## config.mk

```make
export PLATFORM = sky130hd
export DESIGN_NAME = mbe_ctrl
export DESIGN_NICKNAME = d
export VERILOG_FILES = /design/src/mbe_pkg.sv /design/src/mbe_ctrl.sv
export SDC_FILE = /design/constraint.sdc
export NUM_CORES = 1
export LEC_CHECK = 0
export BUFFER_PORTS_ARGS = -buffer_cell sky130_fd_sc_hd__buf_4
export CORE_AREA = 10 10 47 49
export DETAILED_ROUTE_END_ITERATION = 16
export DIE_AREA = 0 0 57 59
export SLEW_MARGIN = 20
export SYNTH_ARGS = -nofsm -noshare
export SYNTH_HDL_FRONTEND = slang
export SYNTH_SLANG_ARGS = --single-unit
```

## constraint.sdc

```tcl
create_clock -name clk_i -period 1.9 [get_ports clk_i]
set_input_delay 0.19 -clock clk_i [delete_from_list [all_inputs] [get_ports clk_i]]
set_output_delay 0.19 -clock clk_i [all_outputs]
set_load 0.05 [all_outputs]
```

## src/mbe_pkg.sv

```systemverilog
`timescale 1ns / 1ps

package mbe_pkg;

  localparam int ImageWidth  = 1024;
  localparam int ImageHeight = 1024;
  localparam int MaxIter     = 30;

  localparam int IterW    = $clog2(MaxIter + 1);
  localparam int FracBits = 28;
  localparam int WideW    = 66;

  // |z|^2 threshold of 4 in Q8.56
  localparam logic [63:0] EscapeSq = 64'(4) << (2 * FracBits);

  localparam longint unsigned ColorDen =
    64'(MaxIter) * 64'(MaxIter) * 64'(MaxIter) * 64'(MaxIter);

  typedef struct packed {
    logic signed [31:0] left_edge;
    logic signed [31:0] top_edge;
    logic signed [31:0] x_step;
    logic signed [31:0] y_step;
  } cfg_t;

  typedef struct packed {
    logic load_in;
    logic map_mul;
    logic load_c;
    logic iter_mul;
    logic iter_upd;
    logic load_out;
  } cmd_t;

  typedef struct packed {
    logic finish;
    logic out_free;
  } status_t;

  typedef enum logic [1:0] {
    RegLeftEdge = 2'd0,
    RegTopEdge  = 2'd1,
    RegXStep    = 2'd2,
    RegYStep    = 2'd3
  } reg_idx_e;

  function automatic logic signed [31:0] sat32(input logic signed [WideW-1:0] v);
    logic signed [31:0] r;
    if (v > WideW'(signed'(32'h7fff_ffff))) begin
      r = 32'sh7fff_ffff;
    end else if (v < WideW'(signed'(32'h8000_0000))) begin
      r = 32'sh8000_0000;
    end else begin
      r = v[31:0];
    end
    return r;
  endfunction

  // floor(num / den) by compare and subtract, quotient below 256
  function automatic logic [7:0] div_floor8(input longint unsigned num,
                                            input longint unsigned den);
    logic [7:0]      q;
    longint unsigned rem;
    rem = num;
    q   = '0;
    for (int i = 7; i >= 0; i--) begin
      if (rem >= (den << i)) begin
        rem  = rem - (den << i);
        q[i] = 1'b1;
      end
    end
    return q;
  endfunction

  // evaluated at elaboration: {red, green, blue} per iteration count
  function automatic logic [MaxIter:0][23:0] color_lut();
    logic [MaxIter:0][23:0] lut;
    longint unsigned k;
    longint unsigned d;
    logic [7:0] r;
    logic [7:0] g;
    logic [7:0] b;
    for (int i = 0; i <= MaxIter; i++) begin
      k = 64'(i);
      d = 64'(MaxIter) - k;
      r = div_floor8(64'(9 * 255) * d * k * k * k, ColorDen);
      g = div_floor8(64'(15 * 255) * d * d * k * k, ColorDen);
      b = div_floor8(64'(17 * 255) * d * d * d * k, 2 * ColorDen);
      lut[i] = {r, g, b};
    end
    return lut;
  endfunction

  localparam logic [MaxIter:0][23:0] ColorLut = color_lut();

endpackage

```

## src/mbe_ctrl.sv

```systemverilog
`timescale 1ns / 1ps

module mbe_ctrl (
  input  logic             clk_i,
  input  logic             rst_ni,
  input  logic             in_valid_i,
  output logic             in_ready_o,
  input  mbe_pkg::status_t status_i,
  output mbe_pkg::cmd_t    cmd_o
);
  import mbe_pkg::*;

  typedef enum logic [5:0] {
    StIdle = 6'b000001,
    StMap  = 6'b000010,
    StCadd = 6'b000100,
    StMul  = 6'b001000,
    StUpd  = 6'b010000,
    StHold = 6'b100000
  } state_e;

  state_e state_q, state_d;

  always_ff @(posedge clk_i or negedge rst_ni) begin
    if (!rst_ni) begin
      state_q <= StIdle;
    end else begin
      state_q <= state_d;
    end
  end

  assign in_ready_o = (state_q == StIdle);

  always_comb begin
    state_d = state_q;
    cmd_o   = '0;
    case (state_q)
      StIdle: begin
        if (in_valid_i) begin
          cmd_o.load_in = 1'b1;
          state_d       = StMap;
        end
      end
      StMap: begin
        cmd_o.map_mul = 1'b1;
        state_d       = StCadd;
      end
      StCadd: begin
        cmd_o.load_c = 1'b1;
        state_d      = StMul;
      end
      StMul: begin
        cmd_o.iter_mul = 1'b1;
        state_d        = StUpd;
      end
      StUpd: begin
        if (status_i.finish) begin
          state_d = StHold;
        end else begin
          cmd_o.iter_upd = 1'b1;
          state_d        = StMul;
        end
      end
      StHold: begin
        // wait for the output register to free up
        if (status_i.out_free) begin
          cmd_o.load_out = 1'b1;
          state_d        = StIdle;
        end
      end
      default: state_d = StIdle;
    endcase
  end

endmodule

```

==> run summary, run 1 <==
==========================================================================
Remaining max-slew budget at the tightest pin                        0.826
Areal power density over the cells                            1540 nW/um^2
Antenna cell count                                                       0
Run status                                                    finished clean
Regs by FF count                                               state_q (6)
Largest register FFs                                                     6
Ys Warns                                                                 0
Cells after Synth                                                       36
Average wire length per cell after detail routing                  12.3 um
Clk slew on worst S/H paths                                        0.05 ns
Register ranked first by flip-flop count                           state_q
Max Slew Vio Count                                                       0
Overflow after GRT                                                       0
Clock power frac                                                     0.130
Part of the total power dissipated in combinational logic            0.653
Peak per-stage delay on the critical path                          0.54 ns
Remaining antenna violation count                                        0
Switching pwr                                                       394 uW
Top achievable clock speed                                       0.529 GHz
Pin count of the biggest net entering global routing                     8
Placement row count                                                     14
CTS Root Buffer Type                                          sky130_fd_sc_hd__clkbuf_4
Number of DRC markers in iteration 0                                     1
Worst endpoint required time                                       1.71 ns
Synth area leader                                             sky130_fd_sc_hd__dfrtp_1
Final hold vios                                                          0
Ranking of synthesized cells by area                          sky130_fd_sc_hd__dfrtp_1 35%, sky130_fd_sc_hd__dfstp_2 7.3%, sky130_fd_sc_hd__nor3b_4 5.2%, sky130_fd_sc_hd__nor4b_1 4.9%, sky130_fd_sc_hd__xnor2_1 4.9%
Initial cell density of the core                                     0.256
Synthesized flop and latch total                                         6
Iteration count of the initial detailed-routing pass                     2
RSZ-0062 raised after global routing                                   yes
Min Clock Period, post-route                                       1.89 ns
H-tree level count                                                       1
Avg Synthesized Cell Area                                       9.97 sq um
Critical Path End Type                                         output port
Final Cycle Share                                                    0.996
Crit path launch type                                             register
Core area                                                       1400 sq um
Global-route wire length before repair                             1.50 mm
Cell-by-cell trace of the critical path                       or4_4 -> nor3b_4 -> and2_4 -> buf_8
Worst Hold Class                                                    in2reg
Sequential fraction of the synthesis area                            0.422
Die Footprint                                                   3360 sq um
Final wirelength                                                    911 um
Port Buf Inserts                                                        11
FILL cells                                                             156
Antenna violations before repair                                         0
Critical path data arrival time                                    1.70 ns
GP Congestion                                                        0.741
Unique masters post-synth                                               23
Power Total                                                         937 uW
Total track usage                                                   0.0559
Leakage dissipation                                            0.000259 uW
Biggest fanout along the worst timing path                               3
Switching portion of total power                                     0.420
WS Path Type                                                       reg2out
Vias post-DR                                                           346
Worst Clk Skew                                                  0.00648 ns
Max Buffers Root-to-Sink                                                 2
Area Overhead vs Synth                                               69.7%
Share of cells above drive strength 1                                0.586
DRC violation count after routing                                        0
Worst-Margin Slew                                                 0.257 ns
Number of global-route vias before repair                              371
Final Cell Area                                                  609 sq um
Yosys top cell area share                                            0.348
Final setup violation count                                              0
Number of violations of the max-capacitance limit                        0
Cell internal power dissipation                                     543 uW
Die height                                                           59 um
Critical-path cell with the highest stage delay               sky130_fd_sc_hd__or4_4
Mapped Area                                                      359 sq um
CTS tree                                                              done
Horizontal extent of the die                                         57 um
Top-Level Pins                                                          12
Clock latency at the later pin of the worst-skew pair              0.24 ns
CTS sink count                                                           6
Placement-stage cell area                                        505 sq um
Half-perimeter wire length of the detailed placement result         684 um
TritonCTS Buffers                                                        3
VDD IR max                                                          824 uV
Syn Nets                                                                41
Share of power burned in registers                                   0.217
Final net count                                                         64
Routed vias/inst                                                      4.68
==========================================================================
## per-layer routing
layer	up-vias	global-route usage	part of all wire
li1	175	-	-
met1	163	0.0587	0.39
met2	8	0.0868	0.53
met3	0	0.0386	0.081
met4	0	0.0201	0
met5	-	0	0
## worst max-delay path, delay by kind of cell (launching register included)
kind / cells / cell delay (ns)
buffers and inverters: 1 / 0.14
flip-flops: 1 / 0.39
AND/OR/NAND/NOR: 3 / 0.94
## power groups by stage
stage | sequential (uW) | clock (uW) | combinational, uW
final | 203 | 122 | 612
after global routing | 206 | 143 | 659
after CTS | 200 | 127 | 556
after detailed placement | 201 | 0 | 494
after global placement | 205 | 0 | 496
after floorplan | 205 | 0 | 362
## Yosys cell counts, drive strengths merged
| cell type | instances |
|---|---|
| xnor2 | 2 |
| dfstp | 1 |
| or3 | 2 |
| o22ai | 1 |
| nand3 | 1 |
| or3b | 1 |
| inv | 2 |
| nand2 | 1 |
| clkbuf | 1 |
| or2 | 1 |
| o2bb2ai | 1 |
| and2 | 2 |
| a211oi | 1 |
| or4 | 2 |
| dfrtp | 5 |
| nor3b | 3 |
| nand3b | 1 |
| o21a | 1 |
| a21oi | 2 |
| nor4b | 2 |
| nor2 | 3 |
## final timing paths
kind,cells past startpoint,from,slack [ns],to
max,4,state_q[4],0.009,cmd_o[5]
min,2,in_valid_i,0.18,state_q[1]
max reg2reg,4,state_q[4],0.43,state_q[0]
min reg2reg,2,state_q[4],0.60,state_q[4]
max in group asynchronous,2,rst_ni,1.41,state_q[0]
min in group asynchronous,2,rst_ni,0.29,state_q[3]
## kinds of logic (layout without fill, tap and decap cells)
logic type	after synthesis	after routing	synth area share
AOI/OAI and AO/OA	6	6	0.112
xor gates and xnor gates	2	2	0.0488
buffers and inverters	3	25	0.0348
DFF	6	6	0.422
and+or+nand+nor	19	19	0.383
## stage by stage
stage          setup TNS, ns  cells  hold WS [ns]  utilization  setup slack, ns
6_report                   0     74         0.178        0.435          0.00853
5_1_grt               -0.153     74         0.169        0.435          -0.0859
4_1_cts              -0.0177     73         0.174        0.408          -0.0177
3_5_place_dp               0     66      -0.00148        0.361            0.143
3_3_place_gp               0     66      -0.00314        0.361            0.158
2_1_floorplan         -0.255     36        -0.106            -           -0.169
## what timing repair did
| item | CTS | global route |
|---|---|---|
| setup endpoints to repair | 4 | 6 |
| endpoints found under the hold margin | 6 | 0 |
| hold buffers | 1 | 0 |
| pin swaps | 2 | 2 |
| resized for setup | 4 | 8 |
| buffers inserted | 2 | 1 |
## cell usage in the layout, fill, tap and decap left out, drive strengths merged, types with 2 or more instances in the layout
cell type,synthesis,layout
dfrtp,5,5
clkbuf,1,4
inv,2,2
a21oi,2,2
nor4b,2,2
buf,0,18
xnor2,2,2
or3,2,2
nor3b,3,3
and2,2,2
nor2,3,3
or4,2,2
## area by class of cell
class                      instances  area, sq um  share of cell area
clock buffer                       4         26.3              0.0431
inverter                           2         7.51              0.0123
multi-input combinational         27          233               0.382
sequential                         6          151               0.248
tap                               16         20.0              0.0329
timing repair buffer              19          171               0.281
Power figures use the tool's default switching activity.
==> run 2: changes to the inputs <==
--- a/config.mk
+++ b/config.mk
@@ -9,6 +9,7 @@
 export CORE_AREA = 10 10 47 49
 export DETAILED_ROUTE_END_ITERATION = 16
 export DIE_AREA = 0 0 57 59
+export SETUP_SLACK_MARGIN = 0.5
 export SLEW_MARGIN = 20
 export SYNTH_ARGS = -nofsm -noshare
 export SYNTH_HDL_FRONTEND = slang
==> run 2 against run 1 <==
- the run now ends with setup timing left
- sequential share of layout area down 2.4 points
- cell count rose by 1.4%
- clock-buffer cell count unchanged
- non-clock buffer count increased by 1
- design area is 11% higher
- total power increased by 15%
- routed wire length grew 10%
- clock skew decreased by 0.0028 ns
- combinational power grew 22%
==> run summary, run 2 (synthesized netlist as in run 1, its figures left out) <==
============================================================================
Run status                                                      complete, but fails checks
Violations in the final reports                                 setup timing
Crit path launch type                                               register
Max Slew Vio Count                                                         0   unchanged
DRC violation count after routing                                          0   unchanged
Critical path's top delay family                                simple AND/OR/NAND/NOR gates
Start point of the critical path                                  state_q[3]
Leakage dissipation                                              0.000274 uW   +6.0%
RSZ-0062 raised after global routing                                     yes
Worst endpoint required time                                         1.71 ns   about the same
Power Total                                                          1080 uW   +15%
Number of global-route vias before repair                                443   +19%
Routed vias/inst                                                        4.72   +0.95%
CTS Root Buffer Type                                            sky130_fd_sc_hd__clkbuf_4
Biggest fanout along the worst timing path                                 3   unchanged
Number of DRC markers in iteration 0                                       1   unchanged
Final Cell Area                                                    679 sq um   +11%
Register ranked first by flip-flop count                             state_q
Regs by FF count                                                 state_q (6)
Worst r2r src                                                     state_q[3]
Max Buffers Root-to-Sink                                                   2   unchanged
Vias post-DR                                                             354   +2.3%
Placement-stage cell area                                          523 sq um   +3.5%
Antenna cell count                                                         0   unchanged
Worst Clk Skew                                                    0.00367 ns   -0.00281 ns
Half-perimeter wire length of the detailed placement result           752 um   +9.8%
Average wire length per cell after detail routing                    13.4 um   +8.7%
Remaining antenna violation count                                          0   unchanged
FILL cells                                                               139   -11%
Critical path data arrival time                                      1.71 ns   about the same
TritonCTS Buffers                                                          3   unchanged
Worst Hold Class                                                      in2reg
CTS tree                                                                done
Top library cells by usage in the layout, fill and taps aside   10 x sky130_fd_sc_hd__buf_4, 5 x sky130_fd_sc_hd__buf_8, 4 x sky130_fd_sc_hd__buf_6, 4 x sky130_fd_sc_hd__dfrtp_1
Horizontal extent of the die                                           57 um   unchanged
Startpoint of the tightest hold check path                        in_valid_i
Min Clock Period, post-route                                         1.90 ns   +0.0110 ns
Top achievable clock speed                                         0.526 GHz   -0.58%
H-tree level count                                                         1   unchanged
Final setup violation count                                                1   +1
Remaining max-slew budget at the tightest pin                          0.783   -0.0429
Iteration count of the initial detailed-routing pass                       2   unchanged
Die Footprint                                                     3360 sq um   unchanged
Area Overhead vs Synth                                                 89.2%
Total track usage                                                     0.0678   +0.0119
Worst-Margin Slew                                                   0.323 ns   +0.0661 ns
Core area                                                         1400 sq um   unchanged
Post-route worst setup slack                                     -0.00249 ns   -0.0110 ns
Final net count                                                           65   +1.6%
Overflow after GRT                                                         0   unchanged
WS Path Type                                                         reg2out
Global-route wire length before repair                               1.91 mm   +28%
GP Congestion                                                          0.687   -7.3%
Number of violations of the max-capacitance limit                          0   unchanged
Clk slew on worst S/H paths                                          0.05 ns   about the same
Cell-by-cell trace of the critical path                         or4_4 -> nor3b_4 -> and2_4 -> buf_8
Share of cells above drive strength 1                                  0.661   +0.0748
Final hold vios                                                            0   unchanged
Final wirelength                                                     1.00 mm   +10%
Leading cell type in the layout, fill and taps excluded         sky130_fd_sc_hd__buf_4
Final Cycle Share                                                       1.00   +0.00580
Port Buf Inserts                                                          11   unchanged
VDD IR max                                                            851 uV   +3.3%
Critical-path cell with the highest stage delay                 sky130_fd_sc_hd__or4_4
Antenna violations before repair                                           0   unchanged
Areal power density over the cells                              1590 nW/um^2   +3.4%
Critical Path End Type                                           output port
Clock latency at the later pin of the worst-skew pair                0.24 ns   about the same
CTS sink count                                                             6   unchanged
Top-Level Pins                                                            12   unchanged
Peak per-stage delay on the critical path                            0.57 ns   +0.03 ns
Largest register FFs                                                       6   unchanged
Pin count of the biggest net entering global routing                       8   unchanged
Die height                                                             59 um   unchanged
Buffer and inverter count on the worst path                                1   unchanged
Initial cell density of the core                                       0.256   unchanged
Placement row count                                                       14   unchanged
============================================================================
## run 2: cell count changes in the layout (fill, tap and decap cells not counted), sizes merged
cell	before	now
buf	18	19
## run 2: routing by layer
layer	track usage	vias to the layer above	wire length, um
li1	-	177	-
met4	0.0201	0	0
met2	0.130	9	546
met5	0	-	0
met3	0.0258	0	69
met1	0.0651	168	388
## run 2: final timing paths
check                             endpoint  slack, ns  depth (start not counted)
min in group asynchronous       state_q[1]       0.29                          2
worst max-delay path              cmd_o[5]     -0.002                          4
max in group asynchronous       state_q[0]       1.41                          2
worst max register to register  state_q[1]       0.31                          5
worst min-delay path            state_q[1]       0.20                          2
worst min register to register  state_q[4]       0.60                          2
## run 2: per-stage QoR
step                      std cells  setup WS [ns]  utilization  hold WS (ns)  TNS (ns)
final                            75       -0.00249        0.485         0.198  -0.00249
after global routing             75        -0.0631        0.485         0.213    -0.105
after CTS                        75        -0.0468        0.479         0.195   -0.0788
after detailed placement         66          0.143        0.373     0.0000736         0
after global placement           66          0.163        0.373      -0.00306         0
after floorplan                  36         -0.167            -        -0.106    -0.253
## run 2: layout make-up
type / instances / area (sq um) / share of cell area
clock buffers: 4 / 26.3 / 0.0387
inverters: 2 / 7.51 / 0.0110
multi-input cells: 27 / 268 / 0.394
flip-flops and latches: 6 / 153 / 0.225
well taps: 16 / 20.0 / 0.0295
repair buffers: 20 / 205 / 0.302
## run 2: power breakdown
group | leakage (uW) | internal, uW | switching (uW) | total (uW)
clock network | 0.0000150 | 79.5 | 44.8 | 124
registers | 0.0000777 | 170 | 38.3 | 208
logic | 0.000182 | 379 | 368 | 747
total | 0.000274 | 629 | 451 | 1080
## run 2: repair_timing
action | 4_1_cts | 5_1_grt
pin swaps | 2 | 3
endpoints found under the hold margin | 6 | 0
buffers inserted | 4 | 0
resized for setup | 20 | 2
hold buffers | 1 | 0
setup endpoints to repair | 10 | 10
