File: src/mbe_pkg.sv
`timescale 1ns / 1ps

package mbe_pkg;

  localparam int ImageWidth  = 1024;
  localparam int ImageHeight = 1024;
  localparam int MaxIter     = 30;

  localparam int IterW    = $clog2(MaxIter + 1);
  localparam int FracBits = 28;
  localparam int WideW    = 66;

  // |z|^2 threshold of 4 in Q8.56
  localparam logic [63:0] EscapeSq = 64'(4) << (2 * FracBits);

  localparam longint unsigned ColorDen =
    64'(MaxIter) * 64'(MaxIter) * 64'(MaxIter) * 64'(MaxIter);

  typedef struct packed {
    logic signed [31:0] left_edge;
    logic signed [31:0] top_edge;
    logic signed [31:0] x_step;
    logic signed [31:0] y_step;
  } cfg_t;

  typedef struct packed {
    logic load_in;
    logic map_mul;
    logic load_c;
    logic iter_mul;
    logic iter_upd;
    logic load_out;
  } cmd_t;

  typedef struct packed {
    logic finish;
    logic out_free;
  } status_t;

  typedef enum logic [1:0] {
    RegLeftEdge = 2'd0,
    RegTopEdge  = 2'd1,
    RegXStep    = 2'd2,
    RegYStep    = 2'd3
  } reg_idx_e;

  function automatic logic signed [31:0] sat32(input logic signed [WideW-1:0] v);
    logic signed [31:0] r;
    if (v > WideW'(signed'(32'h7fff_ffff))) begin
      r = 32'sh7fff_ffff;
    end else if (v < WideW'(signed'(32'h8000_0000))) begin
      r = 32'sh8000_0000;
    end else begin
      r = v[31:0];
    end
    return r;
  endfunction

  // floor(num / den) by compare and subtract, quotient below 256
  function automatic logic [7:0] div_floor8(input longint unsigned num,
                                            input longint unsigned den);
    logic [7:0]      q;
    longint unsigned rem;
    rem = num;
    q   = '0;
    for (int i = 7; i >= 0; i--) begin
      if (rem >= (den << i)) begin
        rem  = rem - (den << i);
        q[i] = 1'b1;
      end
    end
    return q;
  endfunction

  // evaluated at elaboration: {red, green, blue} per iteration count
  function automatic logic [MaxIter:0][23:0] color_lut();
    logic [MaxIter:0][23:0] lut;
    longint unsigned k;
    longint unsigned d;
    logic [7:0] r;
    logic [7:0] g;
    logic [7:0] b;
    for (int i = 0; i <= MaxIter; i++) begin
      k = 64'(i);
      d = 64'(MaxIter) - k;
      r = div_floor8(64'(9 * 255) * d * k * k * k, ColorDen);
      g = div_floor8(64'(15 * 255) * d * d * k * k, ColorDen);
      b = div_floor8(64'(17 * 255) * d * d * d * k, 2 * ColorDen);
      lut[i] = {r, g, b};
    end
    return lut;
  endfunction

  localparam logic [MaxIter:0][23:0] ColorLut = color_lut();

endpackage

File: src/mbe_cfg.sv
`timescale 1ns / 1ps

module mbe_cfg (
  input  logic               clk_i,
  input  logic               rst_ni,
  input  logic               psel,
  input  logic               penable,
  input  logic               pwrite,
  input  logic [3:0]         paddr,
  input  logic [31:0]        pwdata,
  output logic [31:0]        prdata,
  output logic               pready,
  output mbe_pkg::cfg_t      cfg_o
);
  import mbe_pkg::*;

  cfg_t     cfg_q;
  reg_idx_e idx;
  logic     wr_en;

  assign idx    = reg_idx_e'(paddr[3:2]);
  assign wr_en  = psel && penable && pwrite;
  assign pready = 1'b1;
  assign cfg_o  = cfg_q;

  always_ff @(posedge clk_i or negedge rst_ni) begin
    if (!rst_ni) begin
      cfg_q.left_edge <= -32'sd469762048;
      cfg_q.top_edge  <= -32'sd67108864;
      cfg_q.x_step    <= 32'sd524288;
      cfg_q.y_step    <= 32'sd524288;
    end else if (wr_en) begin
      case (idx)
        RegLeftEdge: cfg_q.left_edge <= pwdata;
        RegTopEdge:  cfg_q.top_edge  <= pwdata;
        RegXStep:    cfg_q.x_step    <= pwdata;
        RegYStep:    cfg_q.y_step    <= pwdata;
        default: ;
      endcase
    end
  end

  always_comb begin
    case (idx)
      RegLeftEdge: prdata = cfg_q.left_edge;
      RegTopEdge:  prdata = cfg_q.top_edge;
      RegXStep:    prdata = cfg_q.x_step;
      RegYStep:    prdata = cfg_q.y_step;
      default:     prdata = '0;
    endcase
  end

endmodule

File: config.mk
export PLATFORM = sky130hd
export DESIGN_NAME = mbe_cfg
export DESIGN_NICKNAME = d
export VERILOG_FILES = /design/src/mbe_pkg.sv /design/src/mbe_cfg.sv
export SDC_FILE = /design/constraint.sdc
export NUM_CORES = 1
export LEC_CHECK = 0
export BUFFER_PORTS_ARGS = -buffer_cell sky130_fd_sc_hd__buf_4
export CORE_ASPECT_RATIO = 0.8
export CORE_MARGIN = 3
export CORE_UTILIZATION = 50
export DETAILED_ROUTE_END_ITERATION = 8
export PLACE_DENSITY = 0.77
export SYNTH_ARGS = -nofsm -noshare
export SYNTH_HDL_FRONTEND = slang
export SYNTH_SLANG_ARGS = --single-unit
File: constraint.sdc
create_clock -name clk_i -period 1.4 [get_ports clk_i]
set_input_delay 0.07 -clock clk_i [delete_from_list [all_inputs] [get_ports clk_i]]
set_output_delay 0.07 -clock clk_i [all_outputs]
set_load 0.01 [all_outputs]
==> metrics.txt, run 1 <==
Placement Setup Slack -21.3 ps; DR vias 4625; Mean Syn Cell Area 17.8 µm²; syn_nets 360; status finished with violations; vias in the first global route 4953; Final Critical Period 1550 ps; multi-input logic area 2330 µm²; Antenna Nets Post-Route 0; hold_ws 139 ps; non-filler cells, final 864; Yosys cell types 18; Detailed Routing Iterations Pass 1 4; 1st-iter DRT viols 299; kind of critical path flop to output port; Core Area 11000 µm²; die height 101 µm; CP Launch Type flop; layout net count 748; sequential share of the synthesized area 56.7%; sequential cell area 3220 µm²; H-tree Lvls 4; # diodes 0; GRT overflow 0; HP Class input port to async pin; Syn Inst Count 319; Syn-to-layout area delta 67.7%; Max-Cap Viols 0; failing checks setup timing; layout cells sized above 1 77.5%; Skew-Pair Late Insertion Delay 400 ps; initial antenna violation count 0; dpl cell area 7460 µm²; unrepaired setup endpoints after global routing yes; flops & latches, synth 128; clock skew 0 ps; crit path max fanout 2; worst path required time 1330 ps; # rows 34; clock sink count 128; Post-Place Cells 659; total CTS buffers 17; CP Capture Type output port; Sum Neg Setup Slack -2780 ps; count of final setup violators 32; clock tree buffer depth 2; post-DP HPWL 10400 µm; PD cells 1630 nW/µm²; setup ws final -145 ps; Wirelength per Cell 21.5 µm; Max IR drop VDD 1.16 mV; RePlAce Congestion 0.761; final WL 18500 µm; worst setup path startpoint cfg_o[121]; # port buffers 198; Clock Pin Slew Worst Setup and Hold Paths 60 ps; Starting Density 51.7%; Synth Warn # 0; max reg flops 128; Final Hold Fails 0; die area 12700 µm²; Die X-Extent 125 µm; Worst Path Arrival 1480 ps; Final Max Slew Viols 0; origin of the critical flop-to-flop path cfg_o[3]; Layout fillers 501; synthesized area 5670 µm²; root buf cell clkbuf_16; first-pass GRT wire length 27600 µm; number of remaining DRC errors 0; routed vias/inst 5.35; leakage power figure 4.73 nW; Ports 202; Final Cell Area 9520 µm²; largest net degree at the start of global routing 41; gr usage total 28.2%; fmax 647 MHz; ratio of final minimum period to clock period 110%; CTS tree done
## report_power, final
| part | switching, mW | internal [mW] | leakage (nW) |
|---|---|---|---|
| logic | 2.33 | 3.89 | 2.91 |
| clock network | 1.59 | 2.51 | 0.264 |
| registers | 0.587 | 4.63 | 1.55 |
| total | 4.50 | 11.0 | 4.73 |
## path summary, 6_finish.rpt
path | endpoint | slack [ps] | depth (start not counted)
worst min-delay path | cfg_o[115] | 140 | 2
worst max register to register | cfg_o[3] | 330 | 3
min in group clk_i | cfg_o[92] | 330 | 4
max in group asynchronous | cfg_o[126] | 650 | 3
worst max-delay path | prdata[25] | -150 | 2
worst min register to register | cfg_o[123] | 510 | 1
## cells by family after synthesis
group | synth area share (%)
multiplexers | 40.1
other | 0.0661
buffers and inverters | 2.47
AND/OR/NAND/NOR | 0.662
flip-flops | 56.7
## critical path: stages, from the launching register on
cell and delay (ps):
dfrtp_1 420, mux4_2 510, buf_6 150
## synthesized netlist by cell type
library cell,number,area (µm²)
buf_2,13,65.1
buf_4,3,22.5
buf_6,3,33.8
clkbuf_1,4,15.0
conb_1,1,3.75
dfrtp_1,116,2900
dfstp_2,12,315
inv_2,1,3.75
mux2_1,8,90.1
mux2_2,90,1010
mux2_4,30,450
mux4_2,32,721
nand3_1,1,5.00
nand4_1,1,6.26
nor2_1,1,3.75
nor3_2,1,10.0
or2_1,1,6.26
or3_1,1,6.26
## layout by cell type, fill, tap and decap left out, types with 2 or more instances in the layout
cell type,Yosys,final
buf_4,3,320
dfrtp_1,116,116
mux2_2,90,90
dlygate4sd3_1,0,33
mux4_2,32,32
buf_6,3,32
mux2_4,30,30
clkbuf_16,0,17
dfstp_2,12,12
mux2_1,8,8
buf_12,0,7
clkinv_2,0,6
clkinvlp_4,0,4
clkbuf_1,4,2
clkbuf_8,0,2
## metrics by stage
step	total power [mW]	util, %
after floorplan	7.16	-
after global placement	9.44	68.0
after detailed placement	9.59	68.0
after CTS	15.1	84.7
after global routing	16.2	86.7
final	15.5	86.7
## timing repair
action / in CTS / in global routing
buffers inserted: 110 / 30
endpoints found under the hold margin: 252 / 0
hold buffers: 33 / 0
gates cloned: 0 / 0
gates resized for setup: 32 / 0
endpoints found under the setup margin: 32 / 32
## layer usage
metal | track usage [%] | share of wire (%) | vias up
li1 | - | - | 1976
met1 | 35.0 | 41 | 2422
met2 | 48.3 | 52 | 215
met3 | 8.59 | 6.5 | 12
met4 | 9.17 | 0.68 | 0
met5 | 0 | 0 | -
## area by class of cell
| cell class | count | share of cell area, % |
|---|---|---|
| Clock buffer | 21 | 4.84 |
| Clock inverter | 11 | 0.947 |
| Tap cell | 144 | 1.89 |
| Inverter | 1 | 0.0394 |
| Sequential cell | 128 | 33.8 |
| Multi-Input combinational cell | 167 | 24.5 |
| Timing Repair Buffer | 392 | 34.0 |
(Power assumes the default switching activity.)
==> run 2, diff against run 1 <==
Settings changed: ABC_AREA from default to 1.
==> metrics.txt, run 2 <==
H-tree Lvls 4 (unchanged); root buf cell clkbuf_16; # diodes 0 (unchanged); Final Critical Period 1370 ps (-175 ps); gr usage total 30.2% (+2.0 points); Final Cell Area 8400 µm² (-12%); path depth of the worst reg2reg path 2 (-1); CTS tree done; die height 102 µm (+0.87%); status finished, final reports clean; worst path required time 1330 ps (about the same); CP Launch Type flop; synthesized area 5780 µm² (+1.9%); unrepaired setup endpoints after global routing yes; Final Max Slew Viols 0 (unchanged); Skew-Pair Late Insertion Delay 400 ps (about the same); Max-Cap Viols 0 (unchanged); die area 12900 µm² (+1.8%); Layout fillers 769 (+53%); Placement Setup Slack 211 ps (+232 ps); ratio of final minimum period to clock period 97.8% (-13 points); clock sink count 128 (unchanged); Compound-Gate Fraction of Synth Area 0% (unchanged); max reg flops 128 (unchanged); Antenna Nets Post-Route 0 (unchanged); Crit-path slowest cell dfstp_2; # port buffers 198 (unchanged); ys flop type dfrtp_1; syn_nets 784 (+120%); layout cells sized above 1 28.3% (-49 points); CP Capture Type output port; vias in the first global route 6139 (+24%); Ports 202 (unchanged); kind of critical path flop to output port; crit-path cells nand3_2 > nand4_1 > buf_4; Post-Synth XOR/XNOR Area 0% (unchanged); Synth Area in Adders 0% (unchanged); Wirelength per Cell 17.1 µm (-20%); Yosys cell types 13 (-5); clock tree buffer depth 2 (unchanged); PD cells 1540 nW/µm² (-5.5%); first-pass GRT wire length 30700 µm (+11%); hold_ws 51.7 ps (-87.5 ps); Clock Pin Slew Worst Setup and Hold Paths 50 ps (about the same); most common cell after layout, fill and taps aside nand2_1; Post-synth top cells nand2_1, dfrtp_1, nand3_1, buf_2, nand4_1; origin of the critical flop-to-flop path cfg_o[19]; Synth area leaders dfrtp_1, nand2_1, nand3_1; Post-Place Cells 1065 (+62%); share of the synthesized area in the top cell type 50.2% (-0.93 points); simple-gate area share of the yosys netlist 40.0% (+39 points); 1st-iter DRT viols 575 (+92%); Starting Density 52.3% (+0.55 points); R2R setup slack 620 ps (+290 ps); crit path max fanout 3 (+1); total power 13.0 mW (-17%); largest net degree at the start of global routing 61 (+49%); sequential share of the synthesized area 55.7% (-1.0 points); total CTS buffers 17 (unchanged); number of remaining DRC errors 0 (unchanged); GRT overflow 0 (unchanged); mux contribution to synthesized area 0% (-40 points); clock skew 0 ps (unchanged); HP Class input port to async pin; largest family of logic cells by synthesized area simple AND/OR/NAND/NOR gates; CP max stage delay 570 ps (+60 ps); Die X-Extent 126 µm (+0.88%); Max IR drop VDD 1.23 mV (+6.4%); Worst Path Arrival 1300 ps (-180 ps); RePlAce Congestion 0.848 (+11%); top-count cell post-synth nand2_1; Core Area 11100 µm² (+0.78%); count of final setup violators 0 (-100%); post-DP HPWL 12800 µm (+23%); leakage power figure 4.54 nW (-3.9%); final WL 19300 µm (+4.3%); Post-synth EDFFs 0 (unchanged); Syn-to-layout area delta 45.3%; # rows 34 (unchanged); setup ws final 30.3 ps (+175 ps); dpl cell area 7460 µm² (about the same); DR vias 6273 (+36%); Syn Inst Count 743 (+130%); cell taking the most area after synthesis dfrtp_1; Final Hold Fails 0 (unchanged); most frequent cells in the layout nand2_1, buf_4, dfrtp_1, nand3_1, dlygate4sd3_1; Detailed Routing Iterations Pass 1 5 (+1); FFs w/ async S/R, synth 100% (unchanged); reg2reg end cfg_o[19]; fmax 730 MHz (+13%); Worst Max-Slew Pin Slew 531 ps; Synth Warn # 0 (unchanged); Mean Syn Cell Area 7.78 µm² (-56%); layout net count 1016 (+36%); non-filler cells, final 1132 (+31%); initial antenna violation count 0 (unchanged); routed vias/inst 5.54 (+3.5%); Rel. slew slack 64.6%; flops & latches, synth 128 (unchanged)
run 2: cell types whose count changed after synthesis, moves of 3 or more:
cell      previous run  this run
clkbuf_1             4        15
nand3_1              1        97
nand2_1              0       425
mux2_1               8         0
nand4_1              1        32
mux2_4              30         0
mux2_2              90         0
inv_2                1         4
buf_6                3         0
nor2_2               0         3
buf_2               13        32
mux4_2              32         0
run 2: cell families after synthesis:
group	after synthesis
buffers and inverters	54
DFF	128
and+or+nand+nor	560
other	1
run 2: routing by layer:
layer	GRT usage (%)	routed length [µm]
met1	37.8	7560
met3	7.58	1840
met4	14.4	573
met2	50.1	9380
met5	0	0
run 2: how the worst max path moves through the flow:
stage / startpoint / endpoint / slack, ps / depth (start not counted)
floorplan: cfg_o[90] / prdata[26] / 560 / 2
global placement: paddr[2] / prdata[5] / 250 / 5
detailed placement: paddr[2] / prdata[23] / 210 / 5
CTS: cfg_o[94] / prdata[30] / 10 / 3
global route: cfg_o[93] / prdata[29] / -7 / 3
finish: cfg_o[94] / prdata[30] / 30 / 3
run 2: area by class of cell:
cell class                      count  area [µm²]  area share, %
Clock buffer                       22         474           5.65
Clock inverter                     10         110           1.31
Inverter                            6        22.5          0.268
Multi-Input combinational cell    561        2320           27.7
Sequential cell                   128        3220           38.3
Tap cell                          144         180           2.15
Timing Repair Buffer              261        2070           24.6
run 2: critical path, delay by kind of cell (launching register included):
kind                   cells  cell delay (ps)
and+or+nand+nor            2              200
DFF                        1              570
buffers and inverters      1              130
run 2: what timing repair did:
action | CTS | global route
buffers inserted | 0 | 2
endpoints found under the hold margin | 246 | 0
hold buffers | 33 | 0
gates resized for setup | 0 | 1
setup endpoints to repair | 0 | 3
run 2: power breakdown:
part	leakage, nW	switching [mW]	internal [mW]
logic	2.66	1.70	1.72
clock network	0.278	1.52	2.75
registers	1.60	0.745	4.52
run 2: metrics by stage:
step	setup TNS (ps)	util, %
after floorplan	0	-
after global placement	0	67.5
after detailed placement	0	67.5
after CTS	0	75.7
after global routing	-7.11	75.9
final	0	75.9
==> run 3, diff against run 2 <==
Settings changed: ABC_AREA 1 to default, REMOVE_ABC_BUFFERS from default to 1.
==> metrics.txt, run 3 (synthesis gave the netlist of run 1 again) <==
largest net degree at the start of global routing 53 (-13%); Int Power 11.4 mW (+26%); CP Capture Type output port; RePlAce Congestion 0.805 (-5.1%); Detailed Routing Iterations Pass 1 4 (-1); die area 12700 µm² (-1.7%); vias in the first global route 4817 (-22%); CP Launch Type flop; worst path required time 1330 ps (about the same); multi-input logic area 2330 µm² (+0.27%); 1st-iter DRT viols 299 (-48%); gr usage total 28.6% (-1.6 points); kind of critical path flop to output port; fin util 86.5% (+11 points); reg2reg end cfg_o[17]; Wirelength per Cell 22.0 µm (+29%); switching pwr 4.56 mW (+15%); total power 15.9 mW (+23%); Worst Path Arrival 1510 ps (+210 ps); max layer used met4; routed wl met3 1630 µm (-11%); sw frac 28.7% (-1.9 points); DR vias 4572 (-27%); hold_ws 262 ps (+211 ps); Gate power share 38.8% (+12 points); Sum Neg Setup Slack -3000 ps (-3000 ps); Final Hold Fails 0 (unchanged); number of remaining DRC errors 0 (unchanged); setup ws final -181 ps (-211 ps); Syn-to-layout area delta 67.4%; count of final setup violators 32 (+32); # rows 34 (unchanged); clock tree buffer depth 2 (unchanged); dpl cell area 7430 µm² (-0.47%); Core Area 11000 µm² (-0.77%); clock network power share 28.2% (-4.8 points); most frequent cells in the layout buf_4, dfrtp_1, mux2_2, dlygate4sd3_1; routed vias/inst 5.34 (-3.6%); Max-Cap Viols 0 (unchanged); Skew-Pair Late Insertion Delay 410 ps (about the same); layout cells sized above 1 77.2% (+49 points); path depth of the worst reg2reg path 3 (+1); origin of the critical flop-to-flop path cfg_o[17]; first-pass GRT wire length 27600 µm (-10%); failing checks setup timing; most common cell after layout, fill and taps aside buf_4; sequential share of power 33.0% (-7.6 points); Layout fillers 497 (-35%); Final Max Slew Viols 0 (unchanged); Final Cell Area 9500 µm² (+13%); Antenna Nets Post-Route 0 (unchanged); R2R setup slack 330 ps (-290 ps); CTS tree done; H-tree Lvls 4 (unchanged); post-DP HPWL 9930 µm (-22%); Final Critical Period 1580 ps (+211 ps); final WL 18900 µm (-2.5%); Max IR drop VDD 1.36 mV (+11%); sequential cell area 3220 µm² (unchanged); Ports 202 (unchanged); die height 101 µm (-0.86%); # port buffers 198 (unchanged); ratio of final minimum period to clock period 113% (+15 points); GRT overflow 0 (unchanged); PD cells 1680 nW/µm² (+8.7%); fmax 632 MHz (-13%); metal1 wirelength 7610 µm (+0.65%); crit path max fanout 2 (-1); Clock Pin Slew Worst Setup and Hold Paths 60 ps (about the same); Die X-Extent 125 µm (-0.87%); layout net count 739 (-27%); max reg flops 128 (unchanged); initial antenna violation count 1 (+1); clock skew 0 ps (unchanged); routed wl met2 9190 µm (-2.1%); unrepaired setup endpoints after global routing yes; leakage power figure 4.70 nW (+3.5%); clock sink count 128 (unchanged); status finished with violations; Starting Density 51.7% (-0.55 points); total CTS buffers 17 (unchanged); HP Class input port to async pin; root buf cell clkbuf_16
[run 3: per-layer routing]
metal | up-vias | track usage, %
met1 | 2355 | 36.8
met5 | - | 0
met2 | 233 | 47.2
met3 | 32 | 9.80
met4 | 0 | 8.17
li1 | 1952 | -
[run 3: layout make-up]
| type | instances | area share, % |
|---|---|---|
| Antenna cell | 1 | 0.0263 |
| Clock buffer | 21 | 4.85 |
| Clock inverter | 11 | 1.45 |
| Inverter | 1 | 0.0395 |
| Multi-Input combinational cell | 167 | 24.5 |
| Sequential cell | 128 | 33.9 |
| Tap cell | 144 | 1.90 |
| Timing Repair Buffer | 383 | 33.3 |
[run 3: stage by stage]
step | worst slack, ps | cells
floorplan | -674 | 296
global placement | 25.6 | 654
detailed placement | 10.7 | 654
CTS | -123 | 826
global route | -200 | 856
finish | -181 | 856
[run 3: power groups by stage]
stage	clock network (mW)	logic [mW]	registers [mW]
6_report	4.50	6.18	5.25
5_1_grt	4.71	6.51	5.30
4_1_cts	4.52	5.77	5.16
3_5_place_dp	0	4.14	5.44
3_3_place_gp	0	4.06	5.40
2_1_floorplan	0	1.48	5.64
[run 3: how the worst max path moves through the flow]
stage,from,to,slack [ps],depth (start not counted)
finish,cfg_o[113],prdata[17],-180,2
global route,cfg_o[113],prdata[17],-200,2
CTS,cfg_o[25],prdata[25],-120,2
detailed placement,paddr[3],cfg_o[85],10,4
global placement,paddr[3],cfg_o[66],30,4
floorplan,pwrite,cfg_o[32],-670,3
[run 3: worst max-delay path: stages, from the launching register on]
cell and delay [ps]:
dfrtp_1 430, mux4_2 520, buf_6 150
[run 3: what timing repair did]
item / in CTS / in global routing
endpoints found under the hold margin: 255 / 0
setup endpoints to repair: 32 / 32
gates resized for setup: 32 / 0
hold buffers: 33 / 0
setup buffers: 107 / 29
